**src/hw/rtl/cdsp_pkg.sv**
```systemverilog
// Shared constants and types for the counter delta share block.
package cdsp_pkg;

  // Datapath sizing
  localparam int CHANNELS  = 4;
  localparam int COUNTER_W = 32;
  localparam int SHARE_W   = 10;
  localparam int PER_MILLE = 1000;

  // Derived widths
  localparam int TOTAL_W = COUNTER_W + $clog2(CHANNELS);
  localparam int PROD_W  = COUNTER_W + SHARE_W;
  localparam int DIV_W   = TOTAL_W + SHARE_W;
  localparam int STEP_W  = $clog2(SHARE_W);

  // Per-cycle commands from the sequencer to the lanes and the merge stage
  typedef struct packed {
    logic start;  // capture sample, form change
    logic mult;   // scale change, form total
    logic load;   // load dividend and aligned divisor
    logic step;   // one quotient bit
  } lane_ctl_t;

endpackage

```
**src/hw/rtl/cdsp_if.sv**
```systemverilog
// Channel interfaces for sample words and result words.
interface cdsp_in_if;
  import cdsp_pkg::*;

  logic                 valid;
  logic                 ready;
  logic [COUNTER_W-1:0] count_0;
  logic [COUNTER_W-1:0] count_1;
  logic [COUNTER_W-1:0] count_2;
  logic [COUNTER_W-1:0] count_3;

  modport source (output valid, count_0, count_1, count_2, count_3, input ready);
  modport sink   (input valid, count_0, count_1, count_2, count_3, output ready);
endinterface

interface cdsp_out_if;
  import cdsp_pkg::*;

  logic               valid;
  logic               ready;
  logic [SHARE_W-1:0] share_0;
  logic [SHARE_W-1:0] share_1;
  logic [SHARE_W-1:0] share_2;
  logic [SHARE_W-1:0] share_3;
  logic [TOTAL_W-1:0] change_sum;

  modport source (output valid, share_0, share_1, share_2, share_3, change_sum,
                  input ready);
  modport sink   (input valid, share_0, share_1, share_2, share_3, change_sum,
                  output ready);
endinterface

```
**src/hw/rtl/cdsp_lane.sv**
```systemverilog
// One channel lane: counter change, per-mille scaling and bit-serial division.
module cdsp_lane (
  input  logic                          clk,
  input  logic                          rst_n,
  input  cdsp_pkg::lane_ctl_t           ctl,
  input  logic [cdsp_pkg::COUNTER_W-1:0] count_in,
  input  logic [cdsp_pkg::TOTAL_W-1:0]   total,
  input  logic [cdsp_pkg::DIV_W-1:0]     dvs,
  output logic [cdsp_pkg::COUNTER_W-1:0] delta,
  output logic [cdsp_pkg::SHARE_W-1:0]   share
);
  import cdsp_pkg::*;

  logic [COUNTER_W-1:0] prev_r;
  logic [COUNTER_W-1:0] delta_r;
  logic [PROD_W-1:0]    prod_r;
  logic [DIV_W-1:0]     rem_r;
  logic [SHARE_W-1:0]   quot_r;
  logic                 fits;

  // Hold the previous sample; reset value is zero
  always_ff @(posedge clk) begin
    if (!rst_n) begin
      prev_r <= '0;
    end else if (ctl.start) begin
      prev_r <= count_in;
    end
  end

  // Divisor fits under the partial remainder at this bit position
  assign fits = (rem_r >= dvs);

  // Change modulo the counter width, scale, then restoring division
  always_ff @(posedge clk) begin
    if (ctl.start) begin
      delta_r <= count_in - prev_r;
    end
    if (ctl.mult) begin
      prod_r <= PROD_W'(delta_r) * PROD_W'(PER_MILLE);
    end
    if (ctl.load) begin
      rem_r  <= DIV_W'(prod_r) + DIV_W'(total >> 1);
      quot_r <= '0;
    end else if (ctl.step) begin
      if (fits) begin
        rem_r <= rem_r - dvs;
      end
      quot_r <= {quot_r[SHARE_W-2:0], fits};
    end
  end

  assign delta = delta_r;
  assign share = quot_r;

endmodule

```
**src/hw/rtl/cdsp_merge.sv**
```systemverilog
// Merge stage: sums the lane changes and steps the shared aligned divisor.
module cdsp_merge (
  input  logic                                          clk,
  input  cdsp_pkg::lane_ctl_t                           ctl,
  input  logic [cdsp_pkg::CHANNELS-1:0][cdsp_pkg::COUNTER_W-1:0] delta,
  output logic [cdsp_pkg::TOTAL_W-1:0]                  total,
  output logic [cdsp_pkg::DIV_W-1:0]                    dvs
);
  import cdsp_pkg::*;

  logic [TOTAL_W-1:0] sum;
  logic [TOTAL_W-1:0] total_r;
  logic [DIV_W-1:0]   dvs_r;

  // Add the lane changes
  always_comb begin
    sum = '0;
    for (int i = 0; i < CHANNELS; i++) begin
      sum = sum + TOTAL_W'(delta[i]);
    end
  end

  // Force a zero total to one; align divisor to the top quotient bit, then shift down
  always_ff @(posedge clk) begin
    if (ctl.mult) begin
      total_r <= (sum == '0) ? TOTAL_W'(1) : sum;
    end
    if (ctl.load) begin
      dvs_r <= DIV_W'(total_r) << (SHARE_W - 1);
    end else if (ctl.step) begin
      dvs_r <= dvs_r >> 1;
    end
  end

  assign total = total_r;
  assign dvs   = dvs_r;

endmodule

```
**src/hw/rtl/counter_delta_share_per_mille_unit.sv**
```systemverilog
// Top level: sequencer, channel lanes, merge stage and result register.
//
//   channel  dir  handshake          payload
//   in_ch    in   valid/ready        count_0..count_3 (32 b each)
//   out_ch   out  valid/ready        share_0..share_3 (10 b), change_sum (34 b)
//
// One sample passes from acceptance to a loaded result register in order:
// change at acceptance, scale/sum, load, 10 quotient steps of the lane
// dividers, then the done state; input is ready again once done loads the result.
// A finished result waits in the output register; a new sample is taken
// while it waits, and the next result is held back until that one is taken.
// rst_n clears the stored previous sample, holds input ready low, drops valids.
module counter_delta_share_per_mille_unit (
  input  logic      clk,
  input  logic      rst_n,
  cdsp_in_if.sink   in_ch,
  cdsp_out_if.source out_ch
);
  import cdsp_pkg::*;

  typedef enum logic [2:0] {
    ST_IDLE,
    ST_SUM,
    ST_LOAD,
    ST_DIV,
    ST_DONE
  } state_t;

  state_t                              state_r;
  logic [STEP_W-1:0]                   step_r;
  logic                                out_valid_r;
  logic [CHANNELS-1:0][SHARE_W-1:0]    share_out_r;
  logic [TOTAL_W-1:0]                  total_out_r;

  lane_ctl_t                           ctl;
  logic [CHANNELS-1:0][COUNTER_W-1:0]  count_in;
  logic [CHANNELS-1:0][COUNTER_W-1:0]  delta;
  logic [CHANNELS-1:0][SHARE_W-1:0]    share;
  logic [TOTAL_W-1:0]                  total;
  logic [DIV_W-1:0]                    dvs;
  logic                                in_fire;
  logic                                out_free;

  assign in_ch.ready = rst_n && (state_r == ST_IDLE);
  assign in_fire     = in_ch.valid && in_ch.ready;
  assign out_free    = !out_valid_r || out_ch.ready;

  assign count_in[0] = in_ch.count_0;
  assign count_in[1] = in_ch.count_1;
  assign count_in[2] = in_ch.count_2;
  assign count_in[3] = in_ch.count_3;

  // Decode lane commands from the state
  always_comb begin
    ctl.start = in_fire;
    ctl.mult  = (state_r == ST_SUM);
    ctl.load  = (state_r == ST_LOAD);
    ctl.step  = (state_r == ST_DIV);
  end

  // Channel lanes
  for (genvar g = 0; g < CHANNELS; g++) begin : g_lane
    cdsp_lane u_lane (
      .clk      (clk),
      .rst_n    (rst_n),
      .ctl      (ctl),
      .count_in (count_in[g]),
      .total    (total),
      .dvs      (dvs),
      .delta    (delta[g]),
      .share    (share[g])
    );
  end

  cdsp_merge u_merge (
    .clk   (clk),
    .ctl   (ctl),
    .delta (delta),
    .total (total),
    .dvs   (dvs)
  );

  // Sequence one sample and hold the result word until taken
  always_ff @(posedge clk) begin
    if (!rst_n) begin
      state_r     <= ST_IDLE;
      step_r      <= '0;
      out_valid_r <= 1'b0;
    end else begin
      // Raise the result valid on load, drop it once taken
      if ((state_r == ST_DONE) && out_free) begin
        out_valid_r <= 1'b1;
      end else if (out_valid_r && out_ch.ready) begin
        out_valid_r <= 1'b0;
      end
      case (state_r)
        ST_IDLE: begin
          if (in_fire) begin
            state_r <= ST_SUM;
          end
        end
        ST_SUM: begin
          state_r <= ST_LOAD;
        end
        ST_LOAD: begin
          step_r  <= STEP_W'(SHARE_W - 1);
          state_r <= ST_DIV;
        end
        ST_DIV: begin
          if (step_r == '0) begin
            state_r <= ST_DONE;
          end else begin
            step_r <= step_r - 1'b1;
          end
        end
        ST_DONE: begin
          if (out_free) begin
            share_out_r <= share;
            total_out_r <= total;
            state_r     <= ST_IDLE;
          end
        end
        default: begin
          state_r <= ST_IDLE;
        end
      endcase
    end
  end

  assign out_ch.valid      = out_valid_r;
  assign out_ch.share_0    = share_out_r[0];
  assign out_ch.share_1    = share_out_r[1];
  assign out_ch.share_2    = share_out_r[2];
  assign out_ch.share_3    = share_out_r[3];
  assign out_ch.change_sum = total_out_r;

`ifndef ASSERT_OFF
  a_rise_from_done: assert property (@(posedge clk) disable iff (!rst_n)
    $rose(out_valid_r) |-> $past(state_r == ST_DONE))
    else $error("result word appeared outside the done state");

  a_share_range: assert property (@(posedge clk) disable iff (!rst_n)
    out_valid_r |-> (share_out_r[0] <= SHARE_W'(PER_MILLE)) &&
                    (share_out_r[1] <= SHARE_W'(PER_MILLE)) &&
                    (share_out_r[2] <= SHARE_W'(PER_MILLE)) &&
                    (share_out_r[3] <= SHARE_W'(PER_MILLE)))
    else $error("share above one thousand");

  a_total_nonzero: assert property (@(posedge clk) disable iff (!rst_n)
    out_valid_r |-> (total_out_r != '0))
    else $error("zero total on result word");

  a_step_range: assert property (@(posedge clk) disable iff (!rst_n)
    (state_r == ST_DIV) |-> (step_r <= STEP_W'(SHARE_W - 1)))
    else $error("division step counter out of range");

  a_no_overwrite: assert property (@(posedge clk) disable iff (!rst_n)
    (out_valid_r && !out_ch.ready) |=> out_valid_r && $stable(total_out_r))
    else $error("pending result word overwritten");
`endif

endmodule
```
**src/flat_wrapper.sv**
```systemverilog
// flat-port wrapper written by rule: the top's interface ports become plain ports
module counter_delta_share_per_mille_unit_flat import cdsp_pkg::*;
  (clk, rst_n, in_ch_valid, in_ch_count_0, in_ch_count_1, in_ch_count_2, in_ch_count_3, in_ch_ready, out_ch_valid, out_ch_share_0, out_ch_share_1, out_ch_share_2, out_ch_share_3, out_ch_change_sum, out_ch_ready);
  cdsp_in_if in_ch_i ();
  cdsp_out_if out_ch_i ();
  input  logic clk;
  input  logic rst_n;
  input wire logic [$bits(in_ch_i.valid)-1:0] in_ch_valid;
  input wire logic [$bits(in_ch_i.count_0)-1:0] in_ch_count_0;
  input wire logic [$bits(in_ch_i.count_1)-1:0] in_ch_count_1;
  input wire logic [$bits(in_ch_i.count_2)-1:0] in_ch_count_2;
  input wire logic [$bits(in_ch_i.count_3)-1:0] in_ch_count_3;
  output wire logic [$bits(in_ch_i.ready)-1:0] in_ch_ready;
  output wire logic [$bits(out_ch_i.valid)-1:0] out_ch_valid;
  output wire logic [$bits(out_ch_i.share_0)-1:0] out_ch_share_0;
  output wire logic [$bits(out_ch_i.share_1)-1:0] out_ch_share_1;
  output wire logic [$bits(out_ch_i.share_2)-1:0] out_ch_share_2;
  output wire logic [$bits(out_ch_i.share_3)-1:0] out_ch_share_3;
  output wire logic [$bits(out_ch_i.change_sum)-1:0] out_ch_change_sum;
  input wire logic [$bits(out_ch_i.ready)-1:0] out_ch_ready;
  assign in_ch_i.valid = in_ch_valid;
  assign in_ch_i.count_0 = in_ch_count_0;
  assign in_ch_i.count_1 = in_ch_count_1;
  assign in_ch_i.count_2 = in_ch_count_2;
  assign in_ch_i.count_3 = in_ch_count_3;
  assign in_ch_ready = in_ch_i.ready;
  assign out_ch_valid = out_ch_i.valid;
  assign out_ch_share_0 = out_ch_i.share_0;
  assign out_ch_share_1 = out_ch_i.share_1;
  assign out_ch_share_2 = out_ch_i.share_2;
  assign out_ch_share_3 = out_ch_i.share_3;
  assign out_ch_change_sum = out_ch_i.change_sum;
  assign out_ch_i.ready = out_ch_ready;
  counter_delta_share_per_mille_unit u_core (.clk(clk), .rst_n(rst_n), .in_ch(in_ch_i), .out_ch(out_ch_i));
endmodule
```
**config.mk**
```make
export PLATFORM = sky130hd
export DESIGN_NAME = counter_delta_share_per_mille_unit_flat
export DESIGN_NICKNAME = d
export VERILOG_FILES = /design/src/hw/rtl/cdsp_pkg.sv /design/src/hw/rtl/cdsp_if.sv /design/src/hw/rtl/cdsp_lane.sv /design/src/hw/rtl/cdsp_merge.sv /design/src/hw/rtl/counter_delta_share_per_mille_unit.sv /design/src/flat_wrapper.sv
export SDC_FILE = /design/constraint.sdc
export NUM_CORES = 2
export LEC_CHECK = 0
export ABC_AREA = 1
export BUFFER_PORTS_ARGS = -buffer_cell sky130_fd_sc_hd__buf_2
export CAP_MARGIN = 30
export CELL_PAD_IN_SITES_DETAIL_PLACEMENT = 0
export CELL_PAD_IN_SITES_GLOBAL_PLACEMENT = 1
export CORE_UTILIZATION = 35
export CTS_CLUSTER_DIAMETER = 200
export DETAILED_ROUTE_END_ITERATION = 16
export PLACE_DENSITY = 0.72
export SLEW_MARGIN = 20
export SYNTH_ARGS = -nofsm -noshare
export SYNTH_HDL_FRONTEND = slang
export SYNTH_HIERARCHICAL = 1
export SYNTH_SLANG_ARGS = --single-unit
```
**constraint.sdc**
```tcl
create_clock -name clk -period 25.4 [get_ports clk]
set_input_delay 1.27 -clock clk [delete_from_list [all_inputs] [get_ports clk]]
set_output_delay 1.27 -clock clk [all_outputs]
set_load 0.1 [all_outputs]
```
==> results <==
- The final RePlAce weighted congestion is roughly 0.97.
- Of the synthesized area, sequential elements account for 0.250.
- The relative area change from synthesis to final layout is 10.1%.
- The kind of cell adding the most delay to the critical path is adder cells.
- The cell area after placement is 92,200 µm².
- The later pin in the worst-skew pair is clocked with a latency of between 0.7 and 0.8 ns.
- The actual transition at the worst max-transition pin is 1.05 ns.
- The count of buffers added on input and output ports is about 210.
- The detailed router finished its first iteration with 5,685 violations.
- The horizontal die dimension is about 500 µm.
- The max-slew violation count is 0.
- The cell seen most often among critical-path stages is sky130_fd_sc_hd__nand2_1.
- Setup repair after global routing left no endpoint under its margin.
- The final instance area is about 96,000 µm².
- The count of final hold-check violations was 0.
- During synthesis, Yosys emitted a total of 6 warnings.
- The endpoint arrival time on the critical path is between 5 and 6 ns.
- The synthesized instance count is ~12,000.
- The type of the worst setup path is flop to flop.
- The worst-case setup slack after placement is between 20 and 25 ns.
- The first detailed-routing pass took 8 iterations.
- The setup check on the worst reg-to-reg path leaves a slack of about 21 ns.
- Of all nets on the critical path, the largest fanout is 6.
- The data required time at the worst endpoint is around 26 ns.
- The total area of multi-input combinational cells is 55,300 µm².
- The final worst setup slack is 20.73 ns.
- Dividing the detail-routed wire length by the instance count gives slightly below 20 µm.
- In this run, distinct cell masters in the synthesized netlist total 63.
- The largest single stage delay on the critical path is approximately 0.66 ns.
- Adding up every negative setup slack in the final design gives 0 ns.
- The worst path in the final design needs a cycle of approximately 4.7 ns, including I/O delays and setup.
- The maximum clock insertion buffer count is 3.
- The number of rows in the core area is 182.
- The global-route total usage across every layer is 0.241.
- The clock tree synthesis step divided the H-tree into 3 levels.
- After clock tree synthesis, the clock-pin slew on the worst setup and hold paths is approximately 0.060 ns.
- The highest clock rate is 214 MHz.
- The net count of the finished layout is 13,800.
- Counting the buffers created by CTS gives between 100 and 150.
- The fraction of synthesis flops using an asynchronous set or reset pin is 0.
- For this run, the leading register cell type out of synthesis is sky130_fd_sc_hd__edfxtp_1.
- The clock root buffer is sky130_fd_sc_hd__clkbuf_16.
- In the final layout, the share of cells above drive strength 1 is 0.0675.
- The tool flagged a number of max-cap violations equal to 0.
- Global routing finished with a remaining overflow of 0.
- The final antenna-violating net count is 0.
- The core region is 247,000 µm².
- The area of the mapped netlist is 87,100 µm².
- The CTS tree is done.
- The slowest stage of the critical path belongs to the cell sky130_fd_sc_hd__fa_1.
- Detailed placement finished with a half-perimeter wire length of about 260,000 µm.
- The synthesized net count is between 10,000 and 15,000.
- The first global-routing pass estimated roughly 460,000 µm of wire.
- The final-report setup violation count is 0.
- The overall routed net length is 304,000 µm.
- The post-CTS setup-driven buffer insertion count is 0.
- A synthesized cell averages about 7 µm².
- The die outline height is 501 µm.
- The number of hold buffers added after CTS is 0.
- In the layout the commonest cells are 3,147 x sky130_fd_sc_hd__nand2_1, 2,550 x sky130_fd_sc_hd__inv_1, 994 x sky130_fd_sc_hd__nor2_1, 807 x sky130_fd_sc_hd__a21oi_1, 794 x sky130_fd_sc_hd__ha_1.
- The largest net degree at the start of global routing is roughly 120.
- The via count of the first global-routing pass came to 75,300.
- Together, buffers and inverters on the worst path number 2.
- The initial antenna violation count came to 15.
- The number of remaining DRC errors is 0.
- The number of top-level pins is roughly 210.
- The synthesized design contains roughly 800 register bits.
- The worst min-delay path class is flop to flop.
- The run finished with clean final reports.
- The library cell used most frequently in the layout, excluding fill and tap cells, is sky130_fd_sc_hd__nand2_1.
- Across the routed clock network, the largest skew measured is between 0.04 and 0.05 ns.
- The average via count per standard cell is between 4 and 5.
- The register area is about 22,000 µm².
- Traced cell by cell, the critical path runs through fa_1, inv_1, fa_1, fa_1, fa_1, inv_1, ha_1, a21oi_2, nor2_1, o21ai_1, nand2_1, nand2_1, nand3_1, nand2_1, nand3_1, nand2_1, nand2_1.
- The post-cts gate resize count is 0.
- The starting density of the core is 0.353.
- The period utilization is 0.184.
- The number of flops mapped to enable cells by yosys is 602.
- For this run, the share of the core covered by cells in the final layout is 0.389.
- The die outline area is 251,000 µm².
- The relative slew slack is 0.298.
- The routed layout has between 70,000 and 80,000 vias.
- The worst setup path is launched from a flop.
- The filler cells instantiated in the layout total roughly 26,000.
- The total clock sinks is 787.
- STA classifies the critical path endpoint as a flop.
-- cells in the mapped netlist, types with 6 or more instances --
cell | n | area share
sky130_fd_sc_hd__nand2_1 | 3151 | 0.14
sky130_fd_sc_hd__inv_1 | 2550 | 0.11
sky130_fd_sc_hd__nor2_1 | 994 | 0.043
sky130_fd_sc_hd__a21oi_1 | 807 | 0.046
sky130_fd_sc_hd__ha_1 | 794 | 0.11
sky130_fd_sc_hd__edfxtp_1 | 602 | 0.21
sky130_fd_sc_hd__nand3_1 | 585 | 0.034
sky130_fd_sc_hd__o21ai_0 | 550 | 0.032
sky130_fd_sc_hd__fa_1 | 548 | 0.13
sky130_fd_sc_hd__xor2_1 | 200 | 0.020
sky130_fd_sc_hd__dfxtp_1 | 185 | 0.043
sky130_fd_sc_hd__nand2_2 | 129 | 0.0093
sky130_fd_sc_hd__nor3_1 | 103 | 0.0059
sky130_fd_sc_hd__nor2_2 | 85 | 0.0061
sky130_fd_sc_hd__o21bai_1 | 74 | 0.0064
sky130_fd_sc_hd__nand4_1 | 71 | 0.0051
sky130_fd_sc_hd__nand3_2 | 70 | 0.0080
sky130_fd_sc_hd__clkbuf_1 | 67 | 0.0029
sky130_fd_sc_hd__nand3b_1 | 67 | 0.0058
sky130_fd_sc_hd__xnor2_1 | 56 | 0.0056
sky130_fd_sc_hd__a21o_1 | 41 | 0.0035
sky130_fd_sc_hd__nor4_1 | 38 | 0.0027
sky130_fd_sc_hd__o21ai_1 | 32 | 0.0018
sky130_fd_sc_hd__a21oi_2 | 31 | 0.0031
sky130_fd_sc_hd__buf_2 | 22 | 0.0013
sky130_fd_sc_hd__o21ai_2 | 21 | 0.0021
sky130_fd_sc_hd__a21boi_0 | 20 | 0.0017
sky130_fd_sc_hd__and2_1 | 18 | 0.0013
sky130_fd_sc_hd__nor2_4 | 16 | 0.0021
sky130_fd_sc_hd__o21a_1 | 16 | 0.0014
sky130_fd_sc_hd__o22ai_1 | 16 | 0.0011
sky130_fd_sc_hd__inv_2 | 14 | 0.00060
sky130_fd_sc_hd__a31oi_1 | 13 | 0.00093
sky130_fd_sc_hd__clkinv_1 | 9 | 0.00039
sky130_fd_sc_hd__or2_1 | 9 | 0.00065
sky130_fd_sc_hd__o211ai_1 | 8 | 0.00069
sky130_fd_sc_hd__nor3_2 | 6 | 0.00069
sky130_fd_sc_hd__or2_2 | 6 | 0.00043
-- layer usage --
| metal | up-vias | wire length [µm] | GRT usage |
|---|---|---|---|
| met2 | 1781 | 135000 | 0.387 |
| li1 | 38700 | - | - |
| met3 | 319 | 12800 | 0.0186 |
| met5 | - | 0 | 0 |
| met4 | 0 | 10100 | 0.0764 |
| met1 | 35900 | 145000 | 0.340 |
-- worst paths after layout --
kind                                                                    start                                      endpoint  cells past startpoint
worst max-delay path               u_core/g_lane[2].u_lane/delta[0]$_DFFE_PP_  u_core/g_lane[2].u_lane/prod_r[32]$_DFFE_PP_                     17
worst min-delay path            u_core/g_lane[1].u_lane/share[9]$_SDFFE_PP0P_            u_core/out_ch.share_1[9]$_DFFE_PP_                      0
worst max register to register     u_core/g_lane[2].u_lane/delta[0]$_DFFE_PP_  u_core/g_lane[2].u_lane/prod_r[32]$_DFFE_PP_                     17
worst min register to register  u_core/g_lane[1].u_lane/share[9]$_SDFFE_PP0P_            u_core/out_ch.share_1[9]$_DFFE_PP_                      0
-- worst register-to-register path: cells and delay by family (launching register included) --
family          cells  cell delay (ns)
compound gates      2             0.43
fa+ha+maj           5             2.50
buf+inv             2             0.11
simple gates        8             0.74
flops               1             0.64
-- sequential cells by signal, summed over array words and instances (netlist names) --
register and cells:
u_core/g_lane.u_lane/prod_r 156, u_core/g_lane.u_lane/share 40, u_core/g_lane.u_lane/prev_r 128, u_core/out_ch.share_3 10
u_core/u_merge/total 34, u_core/g_lane.u_lane/delta 128, u_core/out_ch.share_0 10, u_core/step_r 4
u_core/out_ch.share_1 10, u_core/out_ch.share_2 10, u_core/u_merge/dvs 43, u_core/g_lane.u_lane/rem_r 176
u_core/out_ch.change_sum 34, u_core/state_r 3, u_core/out_ch.valid 1
-- through the flow --
stage                     hold WS [ns]  instances
after floorplan                  0.403      12100
after global placement           0.416      15500
after detailed placement         0.415      15500
after CTS                        0.431      15700
after global routing             0.444      15700
final                            0.427      15700
-- cells by family (layout without fill, tap and decap cells) --
| family | after synthesis | count (layout) | synth area share |
|---|---|---|---|
| DFF | 787 | 787 | 0.250 |
| and+or+nand+nor | 5374 | 5374 | 0.264 |
| AOI/OAI and AO/OA | 1656 | 1656 | 0.105 |
| xor gates and xnor gates | 257 | 257 | 0.0259 |
| adders and majority gates | 1342 | 1342 | 0.240 |
| other | 1 | 4 | 0.0000431 |
| buffers and inverters | 2670 | 3012 | 0.116 |
-- area by class of cell --
cell class | count | share of cell area
Clock buffer | 134 | 0.0306
Clock inverter | 65 | 0.00736
Sequential cell | 787 | 0.227
Antenna cell | 3 | 0.0000783
Multi-Input combinational cell | 8630 | 0.577
Inverter | 2573 | 0.101
Tap cell | 3312 | 0.0432
Timing Repair Buffer | 240 | 0.0142
Power is not shown: default switching activity piles up to over one toggle a cycle in this logic, so the estimate is an artifact.
